### src/hdl/ftoi_pkg.sv
// ----------------------------------------------------------------------------
// ftoi_pkg
// Shared types and constants for the float to integer truncation block.
// ----------------------------------------------------------------------------
package ftoi_pkg;

   localparam int OperandWidth = 64;
   localparam int ResultWidth  = 64;
   localparam int MantWidth    = 53;
   localparam int ExpWidth     = 13;

   localparam logic [1:0] TRAP_NONE     = 2'd0;
   localparam logic [1:0] TRAP_INVALID  = 2'd1;
   localparam logic [1:0] TRAP_OVERFLOW = 2'd2;

   typedef struct packed {
      logic                 sign;
      logic                 is_nan;
      logic                 is_inf;
      logic signed [ExpWidth-1:0] exponent;
      logic [MantWidth-1:0] mantissa;
   } unpacked_type;

   typedef struct packed {
      logic dest_is_wide;
      logic signed_result;
      logic saturate;
   } mode_type;

endpackage

### src/hdl/float_to_int_truncate.sv
// ----------------------------------------------------------------------------
// float_to_int_truncate
// Converts binary32/binary64 to 32/64-bit integers toward zero, trapping
// or saturating on NaN and out-of-range values.
//
//   channel   ports                         direction
//   request   start, busy, req_*            in (busy out)
//   result    rsp_valid, rsp_*              out
//
// A request is registered into operand_ff, double_ff and mode_ff and is
// converted; its result is registered into result_ff and trap_ff and is
// shown on rsp_* with rsp_valid.
// busy is always low: a new request may enter every cycle.
// Reset clears the valid flags only. The receiver cannot stall.
// ----------------------------------------------------------------------------
module float_to_int_truncate (
   input  logic                              clock,
   input  logic                              reset,
   input  logic                              start,
   output logic                              busy,
   input  logic [ftoi_pkg::OperandWidth-1:0] req_operand_bits,
   input  logic                              req_source_is_double,
   input  logic                              req_dest_is_wide,
   input  logic                              req_signed_result,
   input  logic                              req_saturate,
   output logic                              rsp_valid,
   output logic [ftoi_pkg::ResultWidth-1:0]  rsp_result_bits,
   output logic [1:0]                        rsp_trap_code
);
   import ftoi_pkg::*;

   logic                    req_valid_ff;
   logic                    req_valid_in;
   logic [OperandWidth-1:0] operand_ff;
   logic                    double_ff;
   mode_type                mode_ff;
   mode_type                mode_in;
   unpacked_type            fields;
   logic [ResultWidth-1:0]  result_in;
   logic [1:0]              trap_in;
   logic                    rsp_valid_ff;
   logic [ResultWidth-1:0]  result_ff;
   logic [1:0]              trap_ff;

   assign busy         = 1'b0;
   assign req_valid_in = start && !busy;
   assign mode_in      = '{dest_is_wide: req_dest_is_wide,
                           signed_result: req_signed_result,
                           saturate: req_saturate};

   always_ff @(posedge clock) begin
      if (reset) begin
         req_valid_ff <= 1'b0;
         rsp_valid_ff <= 1'b0;
      end else begin
         req_valid_ff <= req_valid_in;
         rsp_valid_ff <= req_valid_ff;
      end
   end

   always_ff @(posedge clock) begin
      if (req_valid_in) begin
         operand_ff <= req_operand_bits;
         double_ff  <= req_source_is_double;
         mode_ff    <= mode_in;
      end
      if (req_valid_ff) begin
         result_ff <= result_in;
         trap_ff   <= trap_in;
      end
   end

   ftoi_unpack u_unpack (
      .operand_bits     (operand_ff),
      .source_is_double (double_ff),
      .fields           (fields)
   );

   ftoi_convert u_convert (
      .fields      (fields),
      .mode        (mode_ff),
      .result_bits (result_in),
      .trap_code   (trap_in)
   );

   assign rsp_valid       = rsp_valid_ff;
   assign rsp_result_bits = result_ff;
   assign rsp_trap_code   = trap_ff;

   a_latency: assert property (@(posedge clock) disable iff (reset)
      start && !busy |=> ##1 rsp_valid)
      else $error("result missing two cycles after request");

   a_code_range: assert property (@(posedge clock) disable iff (reset)
      rsp_valid |-> rsp_trap_code <= TRAP_OVERFLOW)
      else $error("illegal trap code");

   a_trap_zero: assert property (@(posedge clock) disable iff (reset)
      rsp_valid && rsp_trap_code != TRAP_NONE |-> rsp_result_bits == '0)
      else $error("trap with nonzero result");

endmodule

### src/hdl/ftoi_unpack.sv
// ----------------------------------------------------------------------------
// ftoi_unpack
// Splits a binary32 or binary64 pattern into sign, unbiased exponent,
// 53-bit significand and special-value flags.
// ----------------------------------------------------------------------------
module ftoi_unpack (
   input  logic [ftoi_pkg::OperandWidth-1:0] operand_bits,
   input  logic                              source_is_double,
   output ftoi_pkg::unpacked_type            fields
);
   import ftoi_pkg::*;

   logic [10:0] exp_d;
   logic [7:0]  exp_s;
   logic [51:0] frac_d;
   logic [22:0] frac_s;

   always_comb begin
      exp_d  = operand_bits[62:52];
      frac_d = operand_bits[51:0];
      exp_s  = operand_bits[30:23];
      frac_s = operand_bits[22:0];
      if (source_is_double) begin
         fields.sign     = operand_bits[63];
         fields.is_nan   = (exp_d == 11'h7FF) && (frac_d != '0);
         fields.is_inf   = (exp_d == 11'h7FF) && (frac_d == '0);
         fields.exponent = $signed({2'b00, exp_d}) - 13'sd1023;
         fields.mantissa = {(exp_d != '0), frac_d};
      end else begin
         fields.sign     = operand_bits[31];
         fields.is_nan   = (exp_s == 8'hFF) && (frac_s != '0);
         fields.is_inf   = (exp_s == 8'hFF) && (frac_s == '0);
         fields.exponent = $signed({5'b00000, exp_s}) - 13'sd127;
         fields.mantissa = {(exp_s != '0), frac_s, 29'b0};
      end
   end

endmodule

### src/hdl/ftoi_convert.sv
// ----------------------------------------------------------------------------
// ftoi_convert
// Truncates the unpacked value to an integer magnitude, checks the range
// of the selected conversion and picks the value, limit or trap code.
// ----------------------------------------------------------------------------
module ftoi_convert (
   input  ftoi_pkg::unpacked_type           fields,
   input  ftoi_pkg::mode_type               mode,
   output logic [ftoi_pkg::ResultWidth-1:0] result_bits,
   output logic [1:0]                       trap_code
);
   import ftoi_pkg::*;

   logic        big;
   logic [63:0] mag;
   logic [63:0] neg_mag;
   logic [63:0] half;
   logic        out_low;
   logic        out_high;
   logic [63:0] min_val;
   logic [63:0] max_val;
   logic [63:0] value;
   logic [5:0]  shamt;

   always_comb begin
      big   = fields.is_inf || (fields.exponent >= 13'sd64);
      mag   = '0;
      shamt = '0;
      if (big) begin
         mag = '0;
      end else if (fields.exponent >= 13'sd52) begin
         shamt = 6'(fields.exponent - 13'sd52);
         mag   = {11'b0, fields.mantissa} << shamt;
      end else if (fields.exponent >= 13'sd0) begin
         shamt = 6'(13'sd52 - fields.exponent);
         mag   = {11'b0, fields.mantissa} >> shamt;
      end
      neg_mag = (~mag) + 64'd1;
      half    = mode.dest_is_wide ? 64'h8000_0000_0000_0000 : 64'h0000_0000_8000_0000;

      if (mode.signed_result) begin
         out_low  = fields.sign && (big || (mag > half));
         out_high = !fields.sign && (big || (mag >= half));
         min_val  = mode.dest_is_wide ? 64'h8000_0000_0000_0000
                                      : 64'h0000_0000_8000_0000;
         max_val  = half - 64'd1;
      end else begin
         out_low  = fields.sign && (big || (mag != '0));
         out_high = !fields.sign &&
                    (big || (!mode.dest_is_wide && (mag[63:32] != '0)));
         min_val  = '0;
         max_val  = mode.dest_is_wide ? 64'hFFFF_FFFF_FFFF_FFFF
                                      : 64'h0000_0000_FFFF_FFFF;
      end

      if (fields.sign) begin
         value = mode.signed_result ? neg_mag : '0;
      end else begin
         value = mag;
      end
      if (!mode.dest_is_wide) begin
         value[63:32] = '0;
      end

      result_bits = '0;
      trap_code   = TRAP_NONE;
      if (fields.is_nan) begin
         trap_code = mode.saturate ? TRAP_NONE : TRAP_INVALID;
      end else if (out_low) begin
         if (mode.saturate) result_bits = min_val;
         else trap_code = TRAP_OVERFLOW;
      end else if (out_high) begin
         if (mode.saturate) result_bits = max_val;
         else trap_code = TRAP_OVERFLOW;
      end else begin
         result_bits = value;
      end
   end

endmodule
### config.mk
export PLATFORM = sky130hd
export DESIGN_NAME = float_to_int_truncate
export DESIGN_NICKNAME = d
export VERILOG_FILES = /design/src/hdl/ftoi_pkg.sv /design/src/hdl/float_to_int_truncate.sv /design/src/hdl/ftoi_unpack.sv /design/src/hdl/ftoi_convert.sv
export SDC_FILE = /design/constraint.sdc
export NUM_CORES = 1
export LEC_CHECK = 0
export BUFFER_PORTS_ARGS = -buffer_cell sky130_fd_sc_hd__buf_4
export CORE_UTILIZATION = 29
export DETAILED_ROUTE_END_ITERATION = 12
export MAX_ROUTING_LAYER = met4
export PLACE_DENSITY_LB_ADDON = 0.25
export SETUP_SLACK_MARGIN = 0.4
export SYNTH_ARGS = -nofsm -noshare
export SYNTH_HDL_FRONTEND = slang
export SYNTH_SLANG_ARGS = --single-unit
### constraint.sdc
create_clock -name clock -period 6.6 [get_ports clock]
set_input_delay 1.98 -clock clock [delete_from_list [all_inputs] [get_ports clock]]
set_output_delay 1.98 -clock clock [all_outputs]
set_load 0.01 [all_outputs]
; Word-level counts from Yosys, hierarchy flattened
; Index checks and enable logic that the tools add are counted.
[totals]
ff_bits = 136
output_inout_bits = 68
[op_classes]
add_sub_neg = 6
n_lt_le_gt_ge = 5
n_eq_ne = 2
n_shift = 2
mux = 22
n_bitwise = 1
reduce_logical = 24
[op_table]
columns = operator, count
row1 = two-way mux 64 bit, 13
row2 = two-way mux 69 bit, 1
row3 = adder 64 x 1 -> 64 bit (second input constant), 1
row4 = >= comparator 64 bit, 1
row5 = > comparator 64 bit, 1
row6 = NOT 64 bit, 1
row7 = nonzero test 64 bit, 1
row8 = << shifter 53 x 6 -> 64 bit, 1
row9 = right shift 53 x 6 -> 64 bit, 1
row10 = subtractor 64 x 1 -> 64 bit (second input constant), 1
row11 = zero test 52 bit, 1
row12 = nonzero test 52 bit, 1
row13 = two-way mux 32 bit, 1
row14 = nonzero test 32 bit, 1
row15 = zero test 23 bit, 1
row16 = nonzero test 23 bit, 1
row17 = >= comparator 13 x 1 -> 1 bit (second input constant), 1
row18 = >= comparator 13 x 7 -> 1 bit (second input constant), 1
row19 = >= comparator 13 x 8 -> 1 bit (second input constant), 1
row20 = subtractor 11 x 10 -> 12 bit (second input constant), 1
row21 = == test 11 bit (second input constant), 1
row22 = nonzero test 11 bit, 1
row23 = logical AND 1 bit, 9
row24 = subtractor 8 x 7 -> 9 bit (second input constant), 1
row25 = 8 further kinds, 18

; Logic depth before layout (Yosys ltp)
[depth]
word_depth = 16
mapped_depth = 35
mapped_depth_nobuf = 22

; Modules after synthesis
; A second synthesis with hierarchy kept.
[hier_totals]
cells_unflattened = 2038
area_unflattened_um2 = 18736.7
[modules_own_cells]
columns = module, n_inst, cells_per_inst, area_per_inst_um2, seq_area_each_um2
row1 = ftoi_convert, 1, 1739, 13501.7, 0.0
row2 = float_to_int_truncate, 1, 140, 4087.7, 4063.9
row3 = ftoi_unpack, 1, 159, 1147.4, 0.0

; Worst setup path before layout
; OpenSTA, ideal clock, no wires.
[synth_path]
path_type = reg-to-reg
startpoint = register operand_ff[52]
endpoint = register result_ff[60], in the netlist rsp_result_bits[60], data pin
setup_time_ns = 0.263
arrival_time_ns = 6.790
t_required_ns = 6.337
setup_slack_ns = -0.453
path_stages_with_launch = 29
synth_period_minus_slack_ns = 7.053
path_cell_list = edfxtp_1 -> buf_4 -> buf_4 -> buf_4 -> buf_6 -> buf_4 -> inv_1 -> ha_1 -> mux2_2 -> clkinv_1 -> buf_2 -> buf_1 -> buf_2 -> ha_1 -> clkbuf_1 -> xor3_1 -> clkbuf_1 -> mux2_2 -> a22o_1 -> mux4_2 -> a221oi_1 -> nand2_1 -> nor4_2 -> buf_4 -> nand4_1 -> or4b_1 -> and3_1 -> o211ai_1 -> a21oi_2
[synth_between]
elab_chain_cells = 14
word_cells_on_any_way = 39
[synth_rtl]
columns = item, line
row1 = "start, declared", float_to_int_truncate.sv:34  ; logic [OperandWidth-1:0] operand_ff;
row2 = "start signal, assigned", float_to_int_truncate.sv:63  ; operand_ff <= req_operand_bits;
row3 = subtractor 11 x 10 -> 12 bit, ftoi_unpack.sv:27  ; fields.exponent = $signed({2'b00, exp_d}) - 13'sd1023;
row4 = two-way mux 69 bit *, ftoi_unpack.sv:23  ; if (source_is_double) begin
row5 = subtractor 5 x 6 -> 6 bit, ftoi_convert.sv:35  ; shamt = 6'(13'sd52 - fields.exponent);
row6 = right shift 53 x 6 -> 64 bit, ftoi_convert.sv:36  ; mag = {11'b0, fields.mantissa} >> shamt;
row7 = two-way mux 64 bit, ftoi_convert.sv:34  ; end else if (fields.exponent >= 13'sd0) begin
row8 = two-way mux 64 bit, ftoi_convert.sv:31  ; end else if (fields.exponent >= 13'sd52) begin
row9 = two-way mux 64 bit, ftoi_convert.sv:29  ; if (big) begin
row10 = NOT 64 bit / nonzero test 32 bit (equally long branches), "ftoi_convert.sv:38, ftoi_convert.sv:50"
row11 = adder 64 x 1 -> 64 bit / logical AND 1 bit (equally long branches), "ftoi_convert.sv:38, ftoi_convert.sv:50"
row12 = two-way mux 64 bit / logical OR 1 bit (equally long branches), "ftoi_convert.sv:57, ftoi_convert.sv:50"
row13 = two-way mux 64 bit / logical AND 1 bit (equally long branches), "ftoi_convert.sv:56, ftoi_convert.sv:49"
row14 = two-way mux 32 bit / two-way mux 1 bit (equally long branches), "ftoi_convert.sv:61, ftoi_convert.sv:41"
row15 = two-way mux 64 bit, ftoi_convert.sv:72  ; end else if (out_high) begin
row16 = two-way mux 64 bit, ftoi_convert.sv:69  ; end else if (out_low) begin
row17 = "end signal, assigned", float_to_int_truncate.sv:68  ; result_ff <= result_in;
row18 = "end, declared", float_to_int_truncate.sv:42  ; logic [ResultWidth-1:0] result_ff;
; Mark *: on every way between the ends. The rest lies on a longest branch, timed or not.
; A chain may end at the register's enable or synchronous reset.

; Final worst setup path
[layout_path]
startpoint = register operand_ff[52]
endpoint = register result_ff[14], in the netlist rsp_result_bits[14], data pin
[layout_between]
elab_chain_cells = 14
word_cells_on_any_way = 38
[layout_rtl]
columns = item, line
row1 = subtractor 11 x 10 -> 12 bit, ftoi_unpack.sv:27
row2 = two-way mux 69 bit *, ftoi_unpack.sv:23
row3 = "parallel branches: the longest is 12 deep, another holds adder 64 x 1 -> 64 bit", -
; Mark *: on every way between the ends.

==> qor.yml <==
setup_path:
  path_cells: "buf_4 -> buf_6 -> mux2_4 -> ha_4 -> nand2b_1 -> mux2i_2 -> nor2_4 -> buf_4 -> nor3_1 -> nand2_1 -> mux2i_1 -> nor2_1 -> a211oi_1 -> a21oi_1 -> ha_1 -> nand2_1 -> nor3_4 -> buf_4 -> a41oi_2 -> o31ai_2 -> a21oi_1 -> or3b_4 -> buf_4 -> nor2_1"
  worstSetupStartpoint: "operand_ff[52]"
  critPathMaxStageDelay_ns: 0.77
  worstSetupStartpointType: "flop"
  cp.buffers_inverters: 5
  cpMaxStageDelayCell: "nor3_1"
  crit_required_ns: 6.84
  worstSetupPathType: "flop to flop"
  r2r-start: "operand_ff[52]"
  crit_family: "simple AND/OR/NAND/NOR gates"
  crit_path_frequent_cell: "buf_4"
  critical_path.max_fanout: 31
  r2r_slack_ns: 0.52
  critPathArrivalTime_ns: 6.32
  end_kind: "flop"
finish:
  stdcell_count: 3129
  utilization_pct: 36.2
  fin_area_mm2: 0.0214
  nets: 2423
  seq_area_mm2: 0.00407
  drive_gt1_share_pct: 27.1
  final_common_cell: "buf_4"
  area_delta_synth_final_pct: 23.7
  most-common-layout-cells: "buf_4 (404), nand3_1 (174), nand2_1 (163)"
  fill_cells: 6110
  multi_input_area_mm2: 0.0123
floorplanning:
  core-area_mm2: 0.0589
  io_pins: 139
  num_rows: 89
  dieArea_mm2: 0.0605
  die_y_um: 246
  die_x_um: 246
  start_util_pct: 29.3
drt:
  first_pass_iters: 6
  drcViolationCount: 0
  ant_nets: 0
  wirelength_um: 97500
  drtIter0Drc: 2000
  vias: 19468
  wl_per_cell_um: 31.2
  via_per_inst: 6.22
cts:
  clk_pin_slew_worst_paths_ns: 0.06
  clkSinkCount: 136
  cts_made_buffers: 17
  root_buffer: "clkbuf_16"
  clock_path_buffers: 2
  htreeDepth: 4
  cts_tree: "built"
  clk_latency_ns: 0.50
power_and_ir_drop:
  p_leak_nw: 7.91
  max-vdd-ir-drop_mv: 0.229
  powerDensity_mw_per_mm2: 347
  p_total_mw: 7.41
synth:
  avgSynthCellArea_um2: 8.17
  ys_seq_area_share_pct: 23.6
  netlist_area_mm2: 0.0173
  ys_types: 119
  synth_edf_count: 134
  postSynthCellCount: 2111
  synth-seq-cells: 136
  synthFlopType: "edfxtp_1"
  synth_nets: 2192
  yosysWarningCount: 0
  async_flop_share_pct: 0
place:
  hpwl_um: 78600
  post-place-ws_ns: 0.105
  place_area_mm2: 0.0205
  io_buffer_count: 137
  gp_congestion: 0.994
  placedCellCount: 3077
timing:
  post-route-min-period_ns: 6.08
  fin_ws_ns: 0.519
  tightest_slew_ns: 1.30
  max_freq_ghz: 0.164
  hold_viol: 0
  slew_violations: 0
  setup_tns_ns: 0
  hold_slack_ns: 0.663
  slew-limit-headroom_pct: 11.3
  finClkSkew_ns: 0.0166
  rsz0062_at_grt: "false"
  min_period_over_period_pct: 92.1
  setup_viol: 0
outcome:
  outcome: "completed"
global_route:
  grt_antenna_before_repair: 2
  grt_usage_pct: 32.9
  grt_pass1_vias: 18526
  grt_pass1_wl_um: 138000
  grt_max_degree: 84
  globalRouteOverflowTotal: 0
hold_path:
  hold_class: "flop to flop"
  hold_path_startpoint: "mode_ff[0]"
flow_run:
  cap_violations: 0
## flip-flops by register name, indices dropped and copies added (netlist names)
signal and count:
double_ff 1, mode_ff 3, operand_ff 64, req_valid_ff 1, rsp_result_bits 64, rsp_trap_code 2, rsp_valid 1
## synth_stat cells, types with 18 or more instances
cell type  count  area share [%]
nand3_1      174             5.0
nor3_1        64             1.9
o31ai_1       31             1.3
xor2_1        29             1.5
nor2_1       139             3.0
buf_2         49             1.4
a21oi_1      117             3.4
a31oi_1       41             1.5
o22a_1        36             1.8
o21ai_0      102             3.0
edfxtp_1     134              23
o211ai_1      46             2.0
a211oi_1      23             1.0
nand2_1      163             3.5
and3_1        23            0.83
mux2_2        52             3.4
and2_1        19            0.69
or3_1         23            0.83
mux4_2        23             3.0
o22ai_1       39             1.4
a22oi_1       18            0.78
xnor2_1       40             2.0
mux2i_1      109             6.3
a21oi_2       32             1.6
nand4_1       27            0.98
inv_1         18            0.39
nor4_1        22            0.80
clkbuf_1     115             2.5
o21a_1        28             1.2
## where the power goes
part	total [mW]	leakage, nW	switching [mW]	internal, mW
Clock	1.03	0.279	0.440	0.594
Combinational	5.21	6.40	3.27	1.94
Sequential	1.17	1.24	0.108	1.07
## logic make-up after synthesis
kind of cell	share of synthesized area, %
AO/OA/AOI/OAI	30.3
multiplexers	13.0
flip-flops	23.6
buffers and inverters	6.13
adder cells (fa/ha/maj)	0.725
other	0.0217
XOR/XNOR	4.05
AND/OR/NAND/NOR	22.2
## timing repair
action	in CTS	in global routing
hold buffers	0	0
setup endpoints to repair	64	64
pin swaps	2	5
gates resized for setup	14	15
buffers inserted	9	10
## final timing paths
| kind | end | cells after the start |
|---|---|---|
| worst max-delay path | rsp_result_bits[14] | 24 |
| worst min-delay path | rsp_trap_code[0] | 1 |
| worst max register to register | rsp_result_bits[14] | 24 |
| worst min register to register | rsp_trap_code[0] | 1 |
## per-layer routing
layer | track usage (%) | share of wire [%]
met5 | - | 0
met2 | 50.8 | 45
met3 | 4.53 | 5.9
met1 | 41.1 | 42
met4 | 18.8 | 6.4
## layout make-up
| cell class | count | share of cell area [%] |
|---|---|---|
| inverter | 23 | 0.451 |
| multi-input combinational | 1746 | 57.8 |
| timing repair buffer | 418 | 15.4 |
| antenna | 1 | 0.0117 |
| sequential | 136 | 19.0 |
| clock inverter | 14 | 0.803 |
| clock buffer | 18 | 2.01 |
| tap | 773 | 4.53 |
Power figures use the tool's default switching activity.
